==> src/rtl/core/pmac_pkg.sv <==
// Shared types and constants for the Poly1305 authenticator.
package pmac_pkg;

  typedef struct packed {
    logic [63:0] block_low;
    logic [63:0] block_high;
    logic [4:0]  byte_count;
    logic        last_block;
  } in_t;

  typedef struct packed {
    logic [63:0] tag_low;
    logic [63:0] tag_high;
  } out_t;

  // One classified block as handed from the front end to the multiply engine.
  typedef struct packed {
    logic [128:0] msg;
    logic         absorb;
    logic         last;
  } cmd_t;

  localparam logic [127:0] RClamp = 128'h0ffffffc0ffffffc0ffffffc0fffffff;
  localparam int unsigned  LimbW  = 26;
  localparam int unsigned  NLimb  = 5;
  localparam int unsigned  HmW    = 27;

  localparam logic [1:0] RegRLow  = 2'd0;
  localparam logic [1:0] RegRHigh = 2'd1;
  localparam logic [1:0] RegSLow  = 2'd2;
  localparam logic [1:0] RegSHigh = 2'd3;

endpackage

==> src/rtl/core/pmac_fifo.sv <==
// Two-entry queue between the front end and the multiply engine.
module pmac_fifo (
  input  logic           clk_i,
  input  logic           rst_ni,
  input  logic           push_i,
  input  pmac_pkg::cmd_t push_data_i,
  output logic           full_o,
  input  logic           pop_i,
  output logic           empty_o,
  output pmac_pkg::cmd_t pop_data_o
);

  pmac_pkg::cmd_t mem_q [2];
  logic       wptr_q, rptr_q;
  logic [1:0] cnt_q;

  assign full_o     = (cnt_q == 2'd2);
  assign empty_o    = (cnt_q == 2'd0);
  assign pop_data_o = mem_q[rptr_q];

  always_ff @(posedge clk_i) begin
    if (push_i) begin
      mem_q[wptr_q] <= push_data_i;
    end
  end

  always_ff @(posedge clk_i or negedge rst_ni) begin
    if (!rst_ni) begin
      wptr_q <= 1'b0;
      rptr_q <= 1'b0;
      cnt_q  <= 2'd0;
    end else begin
      if (push_i) begin
        wptr_q <= ~wptr_q;
      end
      if (pop_i) begin
        rptr_q <= ~rptr_q;
      end
      if (push_i && !pop_i) begin
        cnt_q <= cnt_q + 2'd1;
      end else if (pop_i && !push_i) begin
        cnt_q <= cnt_q - 2'd1;
      end
    end
  end

endmodule

==> config.mk <==
export PLATFORM = sky130hd
export DESIGN_NAME = pmac_fifo
export DESIGN_NICKNAME = d
export VERILOG_FILES = /design/src/rtl/core/pmac_pkg.sv /design/src/rtl/core/pmac_fifo.sv
export SDC_FILE = /design/constraint.sdc
export NUM_CORES = 1
export LEC_CHECK = 0
export ABC_CLOCK_PERIOD_IN_PS = 8000
export BUFFER_PORTS_ARGS = -buffer_cell sky130_fd_sc_hd__buf_4
export CAP_MARGIN = 20
export CORE_MARGIN = 4
export CORE_UTILIZATION = 40
export CTS_BUF_LIST = sky130_fd_sc_hd__clkbuf_4 sky130_fd_sc_hd__clkbuf_8 sky130_fd_sc_hd__clkbuf_16
export DETAILED_ROUTE_END_ITERATION = 7
export GPL_TIMING_DRIVEN = 1
export MAX_ROUTING_LAYER = met4
export PLACE_DENSITY = 0.74
export SYNTH_ARGS = -nofsm -noshare
export SYNTH_HDL_FRONTEND = slang
export SYNTH_SLANG_ARGS = --single-unit
==> constraint.sdc <==
create_clock -name clk_i -period 8 [get_ports clk_i]
set_input_delay 0.8 -clock clk_i [delete_from_list [all_inputs] [get_ports clk_i]]
set_output_delay 0.8 -clock clk_i [all_outputs]
set_load 0.01 [all_outputs]
After elaboration in Yosys (flattened, before gate mapping)
Memories as Yosys holds them, arrays and structs flattened.
Cells that the tools add are included.

storage, ports and cells
  memories = 1
  output and inout port bits = 133
  word-level logic and storage cells = 19
  memory bits (writable) = 262
  register bits after elaboration = 4

cells by class
  muxes and demuxes = 4
  bitwise operators = 2
  reduce and logical (&&, ||, !) cells = 6
  $add $sub $neg = 2
  equal/unequal tests = 1

memory list
  name   words  bits a word  rd ports  clocked after Yosys merged registers in  write ports  RTL line         text
  mem_q  2      131          1         0                                        1            pmac_fifo.sv:13  pmac_pkg::cmd_t mem_q [2];

operators by type and width
  kind                                                                count
  2-bit 2-to-1 mux                                                    2
  2-bit by 1-bit adder with 2-bit output, second input constant       1
  2-bit equality test, second input constant                          1
  1-bit logical AND                                                   2
  1-bit logical NOT                                                   2
  2-bit logical NOT                                                   1
  1-bit 2-to-1 mux                                                    2
  1-bit NOT                                                           2
  2-bit nonzero test                                                  1
  2-bit by 1-bit subtractor with 2-bit output, second input constant  1

Longest topological paths before layout
  word-level depth = 4
  mapped depth = 5
  depth with buffers taken out = 5

Worst setup path before layout
OpenSTA, ideal clock, no wires.

  kind = input-to-reg
  from = input port push_i
  to = memory mem_q[0][0] (netlist bit) (enable)
  path buffers = 0
  stages = 1
  slack = 0.885 ns
  required time = 7.362 ns
  arrival = 6.476 ns
  cell sequence = nor2b_1

on the way
  word-level cells in the longest chain between the ends = 2

RTL lines
  item                                    RTL line         text
  from (decl)                             pmac_fifo.sv:5   input logic push_i,
  1-bit 2-to-1 mux                        pmac_fifo.sv:22  if (push_i) begin
  1-bit 2-to-1 mux (not written as such)  pmac_fifo.sv:23  mem_q[wptr_q] <= push_data_i;
  to (decl)                               pmac_fifo.sv:13

Every way passes these cells.

==> reports/qor.txt <==
first-pass GRT wire length = 29.3 mm
Reg clk slew, reported paths = 60 ps
antenna viol nets, final = 0
Area Growth Syn to Fin = 32.3%
FILL cells = 1927
final hold violation count = 0
Initial Util = 40.9%
Synth top area share = 78.9%
antenna violations before repair = 0
PwrDens = 352 mW/mm2
Core ar. = 0.0244 mm2
outcome = finished clean
IO buf count = 267
CP Data Required Time = 7200 ps
Psw = 1.25 mW
GRT Residual Overflow = 0
drt via density = 4.65
Critical Path Source Type = register
Mapped Avg Cell Area = 23.5 um2
Root Buffer = clkbuf_16
Worst setup EP type = output pin
Post-CTS Resized = 0
Detailed Place HPWL = 12.7 mm
final-report setup violation count = 0
FF+latch count, synth = 266
Max Slew Vio Count = 0
WL/cell = 18.0 um
area of the mapped netlist = 0.00997 mm2
Clock Latency Late Sink = 510 ps
Synthesized Nets = 560
Pint = 3.40 mW
max incr delay on CP = 840 ps
leakage power = 5.17 nW
Post-CTS Hold Fix Bufs = 0
Rel. slew slack = 34.4%
worst-path maximum fanout = 54
period utilization = 45.0%
Synth Warn # = 0
First DRT Iteration DRCs = 258
Die Ht = 166 um
layout cells sized above 1 = 61.3%
Clock Skews = 6.27 ps
maximum VDD drop = 0.000213 V
drt drc = 0
switching part of the total = 26.9%
Worst Tran Pin Value = 985 ps
critical path, cell by cell = buf_4 -> mux2_2 -> buf_4
dominant cell type by area after synthesis = edfxtp_1
CTS tree = yes
die area = 0.0275 mm2
MaxCap Viol Count = 0
Setup TNS Final = 0 ps
H-tree Lvls = 1
largest net degree at the start of global routing = 83
drt pass-1 iters = 4
Critical Path AT = 2800 ps
Tmin final = 3600 ps
fin util = 54.1%
WL final = 19.0 mm
Comb power frac = 32.0%
Die W = 166 um
Clock Sink Count = 266
Yosys cell types = 14
Final GP Congestion = 0.740
Nets = 848
Via Count = 4910
Clk pwr share = 26.1%
synth top area cells = edfxtp_1 (79%), mux2_4 (12%), mux2_2 (5.8%)
RSZ-0062 raised after global routing = no
register area share after synthesis = 79.9%
Num CTS Buffers = 27
n_diodes = 0
Post-Syn Instances = 424
slowest CP cell = buf_4
max frequency = 278 MHz
post-CTS setup buffer count = 0
num rows = 57
number of global-route vias before repair = 5253
GRT Total Usage = 13.6%
Reg power frac = 42.0%
clk buf depth = 3
min-delay worst type = in2async
CP dominant cell by count = buf_4
num ports = 268
critical path class = reg2out
==> worst max-delay path, delay by kind of cell, from the launching register on <==
| kind | cells | cell delay (ps) |
|---|---|---|
| buf+inv | 2 | 990 |
| flops | 1 | 780 |
| mux | 1 | 420 |
==> Yosys cell counts, drive strengths merged <==
cell type	count
edfxtp	262
mux2	131
buf	15
dfrtp	4
xor2	4
nor2	2
nor2b	2
and2	1
ha	1
inv	1
xnor2	1
==> layout by cell type (no fill, tap or decap), types with 3 or more instances in the layout <==
cell type	synthesis	layout
edfxtp_1	262	262
clkbuf_16	0	27
dfrtp_1	4	3
buf_4	0	273
mux2_4	80	80
bufinv_16	0	3
clkinv_2	0	5
clkinv_1	0	8
mux2_2	51	51
xor2_1	4	4
clkbuf_4	0	5
==> power by group through the flow <==
stage | Clock, mW | Combinational, mW | Sequential, mW
after floorplan | 0 | 0.932 | 1.97
after global placement | 0 | 1.50 | 1.97
after detailed placement | 0 | 1.50 | 1.99
after CTS | 1.25 | 1.51 | 1.96
after global routing | 1.31 | 1.59 | 1.98
final | 1.21 | 1.49 | 1.95
==> final timing paths <==
| path | startpoint | end | slack [ps] | depth (start not counted) |
|---|---|---|---|---|
| max | rptr_q | pop_data_o[2] | 4400 | 3 |
| min | rst_ni | cnt_q[0] | 80 | 1 |
| max reg2reg | wptr_q | mem_q[1][66] | 5370 | 3 |
| min reg2reg | cnt_q[1] | cnt_q[1] | 500 | 1 |
| max in group asynchronous | rst_ni | rptr_q | 7800 | 1 |
| min in group clk_i | push_data_i[45] | mem_q[1][45] | 470 | 1 |
==> flip-flops by register name, summed over array words and instances (netlist names) <==
signal,cells
cnt_q,2
mem_q,262
rptr_q,1
wptr_q,1
==> kinds of logic after synthesis <==
group	Yosys count	synth area share, %
simple gates	5	0.264
flops	266	79.9
fa+ha+maj	1	0.125
xor+xnor	5	0.439
buf+inv	16	1.46
mux	131	17.8
==> routing by layer <==
metal / GRT usage, % / up-vias / share of wire, %
li1: - / 2258 / -
met1: 17.1 / 2411 / 41
met2: 21.5 / 206 / 49
met3: 4.28 / 35 / 7.3
met4: 3.98 / 0 / 2.9
met5: - / - / 0
==> area by class of cell <==
cell class              count  area (um2)  share of cell area, %
flip-flops and latches    266        7970                   60.4
repair buffers            274        2080                   15.7
multi-input cells         142        1870                   14.2
clock buffers              32         713                   5.40
well taps                 324         405                   3.07
clock inverters            17         156                   1.19
inverters                   1        3.75                 0.0284
==> per-stage QoR <==
| stage | hold WS (ps) | cells | area [um2] | setup slack, ps | total power [mW] |
|---|---|---|---|---|---|
| floorplan | 455 | 424 | 9970 | 885 | 2.90 |
| global placement | 479 | 1006 | 12300 | 4830 | 3.47 |
| detailed placement | 484 | 1006 | 12300 | 4810 | 3.49 |
| CTS | 58.8 | 1055 | 13200 | 4380 | 4.72 |
| global route | 51.0 | 1056 | 13200 | 4280 | 4.88 |
| finish | 81.2 | 1056 | 13200 | 4400 | 4.65 |
Power figures use the tool's default switching activity.
