### src/rtl/core/pmac_pkg.sv
// Shared types and constants for the Poly1305 authenticator.
package pmac_pkg;

  typedef struct packed {
    logic [63:0] block_low;
    logic [63:0] block_high;
    logic [4:0]  byte_count;
    logic        last_block;
  } in_t;

  typedef struct packed {
    logic [63:0] tag_low;
    logic [63:0] tag_high;
  } out_t;

  // One classified block as handed from the front end to the multiply engine.
  typedef struct packed {
    logic [128:0] msg;
    logic         absorb;
    logic         last;
  } cmd_t;

  localparam logic [127:0] RClamp = 128'h0ffffffc0ffffffc0ffffffc0fffffff;
  localparam int unsigned  LimbW  = 26;
  localparam int unsigned  NLimb  = 5;
  localparam int unsigned  HmW    = 27;

  localparam logic [1:0] RegRLow  = 2'd0;
  localparam logic [1:0] RegRHigh = 2'd1;
  localparam logic [1:0] RegSLow  = 2'd2;
  localparam logic [1:0] RegSHigh = 2'd3;

endpackage

### src/rtl/core/pmac_front.sv
// Front end: pads each incoming block and classifies it for the engine.
module pmac_front (
  input  pmac_pkg::in_t  in_data_i,
  output pmac_pkg::cmd_t cmd_o
);

  logic [4:0]   n;
  logic [127:0] blk;
  logic [127:0] mask;
  logic [127:0] pad;

  always_comb begin
    n    = (in_data_i.byte_count > 5'd16) ? 5'd16 : in_data_i.byte_count;
    blk  = {in_data_i.block_high, in_data_i.block_low};
    pad  = 128'd1 << {n[3:0], 3'b000};
    mask = pad - 128'd1;
    if (n == 5'd16) begin
      cmd_o.msg = {1'b1, blk};
    end else begin
      cmd_o.msg = {1'b0, (blk & mask) | pad};
    end
    cmd_o.absorb = (n != 5'd0);
    cmd_o.last   = in_data_i.last_block;
  end

endmodule

### config.mk
export PLATFORM = sky130hd
export DESIGN_NAME = pmac_front
export DESIGN_NICKNAME = d
export VERILOG_FILES = /design/src/rtl/core/pmac_pkg.sv /design/src/rtl/core/pmac_front.sv
export SDC_FILE = /design/constraint.sdc
export NUM_CORES = 1
export LEC_CHECK = 0
export ABC_AREA = 1
export ABC_CLOCK_PERIOD_IN_PS = 2300
export BUFFER_PORTS_ARGS = -buffer_cell sky130_fd_sc_hd__buf_2
export CAP_MARGIN = 10
export CELL_PAD_IN_SITES_DETAIL_PLACEMENT = 2
export CELL_PAD_IN_SITES_GLOBAL_PLACEMENT = 2
export CORE_MARGIN = 1
export CORE_UTILIZATION = 10
export DETAILED_ROUTE_END_ITERATION = 8
export GPL_TIMING_DRIVEN = 0
export PLACE_DENSITY_LB_ADDON = 0.1
export REMOVE_ABC_BUFFERS = 1
export SYNTH_ARGS = -nofsm -noshare
export SYNTH_HDL_FRONTEND = slang
export SYNTH_SLANG_ARGS = --single-unit
export TNS_END_PERCENT = 5
### constraint.sdc
create_clock -name vclk -period 2.3
set_input_delay 0.23 -clock vclk [all_inputs]
set_output_delay 0.23 -clock vclk [all_outputs]
set_load 0.005 [all_outputs]
-- After elaboration in Yosys (flattened, before gate mapping)
Index checks and enable logic that the tools add are counted.
- output and inout port bits: 131
- register bits: 0
- word-level logic and storage cells: 9
- input bits: 134
- magnitude comparators: 1
- eq/ne operators: 1
- add/sub/neg operators: 1
- bitwise operators: 2
- multiplexer cells: 2
- shifts and indexed selects: 1
- reduce and logical (&&, ||, !) cells: 1
- operators by type and width (cell ; number):
    2-to-1 mux 129 bit ; 1
    AND 128 bit ; 1
    bitwise OR 128 bit ; 1
    left shift 1 x 7 -> 128 bit, first input constant ; 1
    subtractor 128 x 1 -> 128 bit, second input constant ; 1
    equality test 5 bit, second input constant ; 1
    > comparator 5 bit, second input constant ; 1
    2-to-1 mux 5 bit ; 1
    nonzero test 5 bit ; 1

-- Depth between registers and ports, before layout
Gate-level depths: netlist (run 1).
- depth in word-level cells: 7
- mapped depth: 10
- depth with buffers taken out: 9

-- Worst setup path before layout (run 1)
OpenSTA, ideal clock, no wires.
- path kind: input to output
- from: input in_data_i[5] (netlist bit)
- to: output cmd_o[43] (netlist bit)
- buffers on the path: 1
- setup slack: 540 ps
- arrival: 1530 ps
- stages on the path: 10
- data required time: 2070 ps
- cell sequence: buf_6 > inv_8 > nand3_1 > nor2_1 > nand2_1 > ha_1 > o21ai_4 > nor2_8 > inv_2 > nor2_1
- RTL lines (item ; RTL line ; source):
    from (decl) ; pmac_front.sv:3 ; input pmac_pkg::in_t in_data_i,
    to (decl) ; pmac_front.sv:4 ; output pmac_pkg::cmd_t cmd_o

==> key figures, run 1 <==
Timing
  – Peak Freq: 0.479 GHz
  – Fin crit share: 0.908
  – RSZ-0062 raised after global routing: false
  – Max-slew violations: 0
  – Setup violators final: 0
  – Final min period: 2.09 ns
  – Final setup margin: 0.211 ns
  – Tightest Pin Transition: 0.661 ns
  – Slew headroom: 0.558
  – Hold Vio Cnt, Final: 0

Job
  – MaxCap Viol Count: 0

Critical path
  – Crit-path max FO: 18
  – Crit path launch type: primary input
  – Worst path max stage delay: between 0.2 and 0.3 ns
  – Crit path cell chain: buf_4, inv_8, nand3_1, nor2_2, nand2_2, ha_2, o21ai_4, nor2_8, inv_2, nor2_1, buf_2
  – Setup crit end kind: output pin
  – Sum of buffers and inverters on the critical path: 4
  – Req. time, crit path: 2.07 ns
  – Largest delay share family, worst path: buffers and inverters
  – Kind of critical path: primary input to output pin
  – Max stage delay cell, worst path: ha_2
  – Crit path DAT: 1.86 ns

Global routing
  – First-pass GRT wire length: 13700 um
  – Gr usage total: 0.114
  – Vias in the first global route: just under 3000
  – Largest net degree at the start of global routing: 19
  – Grt total ovfl: 0
  – Initial antenna violation count: 0

Cells and area
  – Seq_cells: 0
  – Fraction of layout instances using a drive strength above 1: 0.480
  – Area growth syn-to-layout: 106%
  – # diodes: 0
  – Fillcell total: 1842
  – Design Area, Final: 2950 um^2
  – Storage cell area: 0 um^2
  – NumNets Final: 727
  – Clkbuf count: 0
  – Commonest non-fill, non-tap cell in the layout: buf_2
  – Most frequent cells in the layout: buf_2, inv_1, nor2_1

Min path
  – HP Class: primary input to output pin

Die
  – Starting Density: 0.103
  – Die height: 122 um
  – Row count: 43
  – Die Wd: around 120 um
  – # IOs: 265
  – DIE AREA: 14800 um^2
  – Total core area: ~14000 um^2

Pwr
  – P_leak: 2.28 nW
  – Pwr Density: 188 nW/um^2
  – VDD IR-drop max: 0.0000299 V

Drt
  – Drt total wl: 9140 um
  – 1st-pass router iterations: 4
  – Vias per cell: around 3.6
  – DR iter-0 viols: 44
  – DRC Markers: 0
  – Avg WL per Cell: 11.9 um
  – Vias: 2801
  – DRT antenna net count: 0

Clocking
  – CTS Hold Bufs: 0

Synth
  – Post-Syn Area: 1430 um^2
  – Synth warn: 0
  – Syn Area/Cell: 4.30 um^2
  – Mapped Cells: 333
  – Seq/Total Area, Yosys: 0
  – Synth cell types: 25

Placed design
  – I/O Buffers: between 200 and 300
  – Pre-CTS WS: -0.192 ns
  – Placed cell area: 2930 um^2
  – GP Congestion: 0.686
  – Post-DP HPWL: 8410 um

Run status
  – Outcome: completed
==> worst paths after layout <==
check	start	endpoint	slack, ns	cells past startpoint
worst max-delay path	in_data_i[5]	cmd_o[45]	0.21	11
worst min-delay path	in_data_i[0]	cmd_o[0]	0.46	0
==> cell usage after synthesis (all sizes together) <==
master	instances	area, um^2
inv	128	488
nor2	114	457
nand2	50	218
nand3	14	80.1
a21boi	7	52.6
o21ai	7	50.1
buf	5	33.8
clkbuf	2	7.51
o31ai	2	15.0
a21oi	1	5.00
ha	1	12.5
nand4	1	6.26
o22ai	1	6.26
==> layout make-up <==
| type | count | area, um^2 | share of cell area |
|---|---|---|---|
| timing repair buffer | 264 | 1330 | 0.449 |
| tap | 180 | 225 | 0.0763 |
| multi-input combinational | 198 | 912 | 0.309 |
| inverter | 128 | 488 | 0.165 |
==> report_power, final <==
part	internal, mW	leakage (nW)	total [mW]	switching [mW]
Clock	0	0	0	0
Sequential	0	0	0	0
Combinational	0.264	2.28	0.556	0.292
Total	0.264	2.28	0.556	0.292
==> kinds of logic (layout without fill, tap and decap cells) <==
kind of cell / Yosys count / after routing / share of synthesized area
buffers and inverters: 135 / 392 / 0.370
AOI/OAI and AO/OA: 18 / 18 / 0.0900
adders and majority gates: 1 / 1 / 0.00874
and+or+nand+nor: 179 / 179 / 0.531
==> routing by layer <==
layer,up-vias,GRT usage,part of all wire
met5,-,0,0
met4,0,0.00540,0.0050
li1,1419,-,-
met2,134,0.246,0.56
met3,4,0.0267,0.094
met1,1244,0.110,0.34
==> per-stage QoR <==
stage / hold WS (ns) / instances / util / setup TNS (ns) / power (mW)
final: 0.460 / 770 / 0.212 / 0 / 0.556
after global routing: 0.460 / 770 / 0.212 / 0 / 0.635
after CTS: 0.460 / 770 / 0.211 / 0 / 0.577
after detailed placement: 0.460 / 769 / 0.210 / -5.56 / 0.571
after global placement: 0.460 / 769 / 0.210 / -4.91 / 0.555
after floorplan: 0.460 / 326 / - / 0 / 0.232
==> what timing repair did <==
| item | in CTS | in global routing |
|---|---|---|
| endpoints found under the setup margin | 40 | 47 |
| gates resized for setup | 1 | 4 |
| buffers inserted | 1 | 0 |
| endpoints found under the hold margin | 0 | 0 |
| pin swaps | 1 | 1 |
Power figures use the tool's default switching activity.
==> run 2, diff against run 1 <==
--- a/config.mk
+++ b/config.mk
@@ -8,3 +8,3 @@
 export ABC_AREA = 1
-export ABC_CLOCK_PERIOD_IN_PS = 2300
+export ABC_CLOCK_PERIOD_IN_PS = 2100
 export BUFFER_PORTS_ARGS = -buffer_cell sky130_fd_sc_hd__buf_2
==> constraint.sdc (replaced) <==
create_clock -name vclk -period 2.1
set_input_delay 0.42 -clock vclk [all_inputs]
set_output_delay 0.42 -clock vclk [all_outputs]
set_load 0.005 [all_outputs]
==> run 2 against run 1 <==
Compared with the run above:
- global-route usage is 0.52 points higher
- critical path depth stayed put
- critical endpoint is now cmd_o[107]
- hold slack better by 0.38 ns
- sequential cell count stayed put
- power is 21% higher
- first-iteration DRC count is 2.3% higher
- highest routed layer unchanged
- routed wire length is 3.9% higher
==> key figures, run 2 (same netlist as run 1, synthesis figures left out) <==
Die
  – Starting Density: 0.103
  – Die height: 122 um
  – DIE AREA: between 10000 and 15000 um^2
  – # IOs: ~270
  – Total core area: 13900 um^2
  – Die Wd: 122 um
  – Row count: 43

Timing
  – Hold Vio Cnt, Final: 0
  – Peak Freq: 0.487 GHz
  – Tightest Pin Transition: 0.329 ns
  – Setup violators final: 0
  – Max-slew violations: 0
  – Slew headroom: 0.780
  – TNS Setup: 0 ns
  – Final min period: 2.05 ns
  – Hold_ws: 0.840 ns
  – RSZ-0062 raised after global routing: true
  – Fin crit share: 0.978
  – Final setup margin: 0.0455 ns

Global routing
  – Grt total ovfl: 0
  – First-pass GRT wire length: roughly 14000 um
  – Vias in the first global route: 2987
  – Largest net degree at the start of global routing: 12
  – Initial antenna violation count: 0
  – Gr usage total: 0.119

Cells and area
  – Filler-free cell count of the finished design: 787
  – Fraction of layout instances using a drive strength above 1: 0.529
  – NumNets Final: 744
  – Seq_cells: 0
  – Most frequent cells in the layout: buf_2, inv_1, nor2_1
  – Commonest non-fill, non-tap cell in the layout: buf_2
  – # diodes: 0
  – Storage cell area: 0 um^2
  – Area growth syn-to-layout: 127%
  – Fillcell total: 1823
  – Clkbuf count: 0

Critical path
  – Crit path DAT: about 1.6 ns
  – Req. time, crit path: 1.68 ns
  – Crit-path max FO: 8
  – Crit path launch type: primary input
  – Setup crit end kind: output pin
  – Kind of critical path: primary input to output pin

Placed design
  – I/O Buffers: 263
  – GP Congestion: about 0.69
  – Post-DP HPWL: 8410 um
  – Pre-CTS WS: -0.772 ns
  – Placed cells: a little under 800

Drt
  – Drt total wl: 9490 um
  – Avg WL per Cell: 12.1 um
  – DR iter-0 viols: between 40 and 50
  – Vias per cell: 3.66
  – 1st-pass router iterations: 2
  – DRC Markers: 0
  – Vias: 2877
  – DRT antenna net count: 0

Pwr
  – P_leak: ~2.4 nW
  – Pwr Density: 206 nW/um^2
  – VDD IR-drop max: 0.0000369 V

Min path
  – HP Class: primary input to output pin

Run status
  – Outcome: completed

Job
  – MaxCap Viol Count: 0
run 2: changes by cell type in the layout (fill, tap and decap cells not counted), sizes merged:
cell      previous run  this run
buf                264       281
clkinvlp             0         1
inv                128       127
run 2: metrics by stage:
step	power, mW	utilization	cell area, um^2
finish	0.671	0.233	3250
global route	0.760	0.233	3250
CTS	0.675	0.227	3160
detailed placement	0.626	0.210	2930
global placement	0.608	0.210	2930
floorplan	0.254	-	1390
run 2: cell type report:
type | instances | area [um^2] | share of cell area
Tap cell | 180 | 225 | 0.0693
Multi-Input combinational cell | 198 | 1040 | 0.319
Timing Repair Buffer | 281 | 1490 | 0.459
Inverter | 128 | 497 | 0.153
run 2: worst max-delay path, stage by stage:
cell and delay (ns):
buf_6 0.12, inv_4 0.06, nand3_4 0.08, nor2_4 0.12, nand2_4 0.07, ha_4 0.17
o21ai_4 0.21, nor2_8 0.09, nand2_4 0.11, nor2_1 0.04, buf_2 0.12
run 2: power breakdown:
group | switching [mW] | internal, mW | leakage, nW
registers | 0 | 0 | 0
clock network | 0 | 0 | 0
logic | 0.344 | 0.326 | 2.39
total | 0.344 | 0.326 | 2.39
run 2: worst paths after layout:
kind                startpoint          to  slack (ns)  cells past startpoint
setup / recovery  in_data_i[2]  cmd_o[107]        0.05                     11
hold / removal    in_data_i[0]    cmd_o[0]        0.84                      0
run 2: layer usage:
layer / global-route usage / up-vias / wire [um]
met2: 0.258 / 132 / 5350
met3: 0.0267 / 4 / 850
met5: 0 / - / 0
met1: 0.115 / 1286 / 3250
li1: - / 1455 / -
met4: 0.00540 / 0 / 46
run 2: timing repair:
item                       4_1_cts  5_1_grt
hold buffers                     0        0
setup buffers                   15        3
pin swaps                       11       11
gates resized for setup         34       22
setup endpoints to repair      112       79
==> run 3, diff against run 2 <==
MAX_ROUTING_LAYER = met4   (was not set)
==> run 3 against run 2 <==
Compared with the run above:
- clock-buffer cell count unchanged
- combinational power about the same
- largest power group unchanged
- critical path type unchanged
- worst setup slack about the same
- sequential share of layout area unchanged
- utilization unchanged
- final cell count unchanged
==> key figures, run 3 (same netlist as run 1, synthesis figures left out) <==
Run status
  – Outcome: completed

Timing
  – Max-slew violations: 0
  – Fin crit share: 0.978
  – Slew headroom: 0.783
  – TNS Setup: 0 ns
  – Hold_ws: 0.840 ns
  – Peak Freq: 0.487 GHz
  – Tightest Pin Transition: 0.325 ns
  – Final setup margin: ~0.045 ns
  – RSZ-0062 raised after global routing: true
  – Setup violators final: 0
  – Final min period: slightly above 2 ns
  – Hold Vio Cnt, Final: 0

Critical path
  – Kind of critical path: primary input to output pin
  – Crit-path max FO: 8
  – Crit path DAT: 1.63 ns
  – Req. time, crit path: 1.68 ns
  – Crit path launch type: primary input
  – CP Depth: 11
  – Crit path cell chain: buf_16, inv_8, nand3_4, nor2_4, nand2_4, ha_4, o21ai_4, nor2_8, nand2_4, nor2_1, buf_2
  – Setup crit end kind: output pin
  – Max stage delay cell, worst path: o21ai_4
  – Sum of buffers and inverters on the critical path: 3
  – Worst path max stage delay: 0.21 ns
  – Most frequent CP cell: nand2_4
  – Worst Setup SP: in_data_i[5]
  – Largest delay share family, worst path: simple AND/OR/NAND/NOR gates
  – Crit path capture: cmd_o[107]

Min path
  – HP Class: primary input to output pin

Drt
  – DR iter-0 viols: 44
  – DRC Markers: 0
  – DRT antenna net count: 0
  – Vias: 2878
  – Avg WL per Cell: around 12 um
  – Vias per cell: 3.66
  – 1st-pass router iterations: 2
  – Drt total wl: 9500 um

Cells and area
  – Clkbuf count: 0
  – Storage cell area: 0 um^2
  – # diodes: 0
  – Seq_cells: 0
  – Most frequent cells in the layout: buf_2, inv_1, nor2_1
  – Design Area, Final: 3250 um^2
  – Final Core Density: 0.233
  – Fraction of layout instances using a drive strength above 1: 0.529
  – Commonest non-fill, non-tap cell in the layout: buf_2
  – Area growth syn-to-layout: 127%
  – NumNets Final: 744

Placed design
  – Placed cell area: 2930 um^2
  – Post-DP HPWL: 8410 um
  – I/O Buffers: 263
  – Pre-CTS WS: -0.772 ns
  – GP Congestion: approximately 0.69

Pwr
  – P_leak: 2.39 nW
  – VDD IR-drop max: 0.0000373 V
  – Pwr Density: 206 nW/um^2

Global routing
  – Largest net degree at the start of global routing: 12
  – First-pass GRT wire length: between 10000 and 15000 um
  – Gr usage total: 0.122
  – Vias in the first global route: 3003
  – Initial antenna violation count: 0
  – Grt total ovfl: 0

Job
  – MaxCap Viol Count: 0

Die
  – DIE AREA: 14800 um^2
  – # IOs: 265
  – Total core area: 13900 um^2
  – Row count: 43
  – Die height: roughly 120 um
  – Starting Density: 0.103
  – Die Wd: 122 um

Clocking
  – CTS Hold Bufs: 0
## run 3: cell counts in the layout (fill, tap and decap cells not counted)
Identical to the previous run, type by type.
## run 3: repair_timing
item / 4_1_cts / 5_1_grt
endpoints found under the setup margin: 112 / 79
pin swaps: 11 / 11
gates resized for setup: 34 / 22
buffers inserted: 15 / 3
## run 3: metrics by stage
step | power, mW | std cells
after global placement | 0.608 | 769
after floorplan | 0.254 | 326
after detailed placement | 0.626 | 769
after global routing | 0.759 | 787
final | 0.671 | 787
after CTS | 0.675 | 784
## run 3: area by class of cell
class / count / area, um^2
repair buffers: 281 / 1490
inverters: 128 / 497
well taps: 180 / 225
multi-input cells: 198 / 1040
fillers: 1823 / 10700
## run 3: per-layer routing
metal | part of all wire | vias to the layer above | global-route usage
met2 | 0.56 | 134 | 0.258
met3 | 0.072 | 4 | 0.0173
met4 | 0.0048 | 0 | 0.00540
met1 | 0.36 | 1285 | 0.121
met5 | 0 | - | -
li1 | - | 1455 | -
## run 3: worst min path at each step
stage / startpoint / end / slack (ns) / cells after the start
finish: in_data_i[0] / cmd_o[0] / 0.84 / 0
global route: in_data_i[0] / cmd_o[0] / 0.84 / 0
CTS: in_data_i[0] / cmd_o[0] / 0.84 / 0
detailed placement: in_data_i[0] / cmd_o[0] / 0.84 / 0
global placement: in_data_i[0] / cmd_o[0] / 0.84 / 0
floorplan: in_data_i[0] / cmd_o[0] / 0.84 / 0
## run 3: power by group
group	internal (mW)	switching [mW]	total, mW
registers	0	0	0
clock network	0	0	0
logic	0.326	0.345	0.671
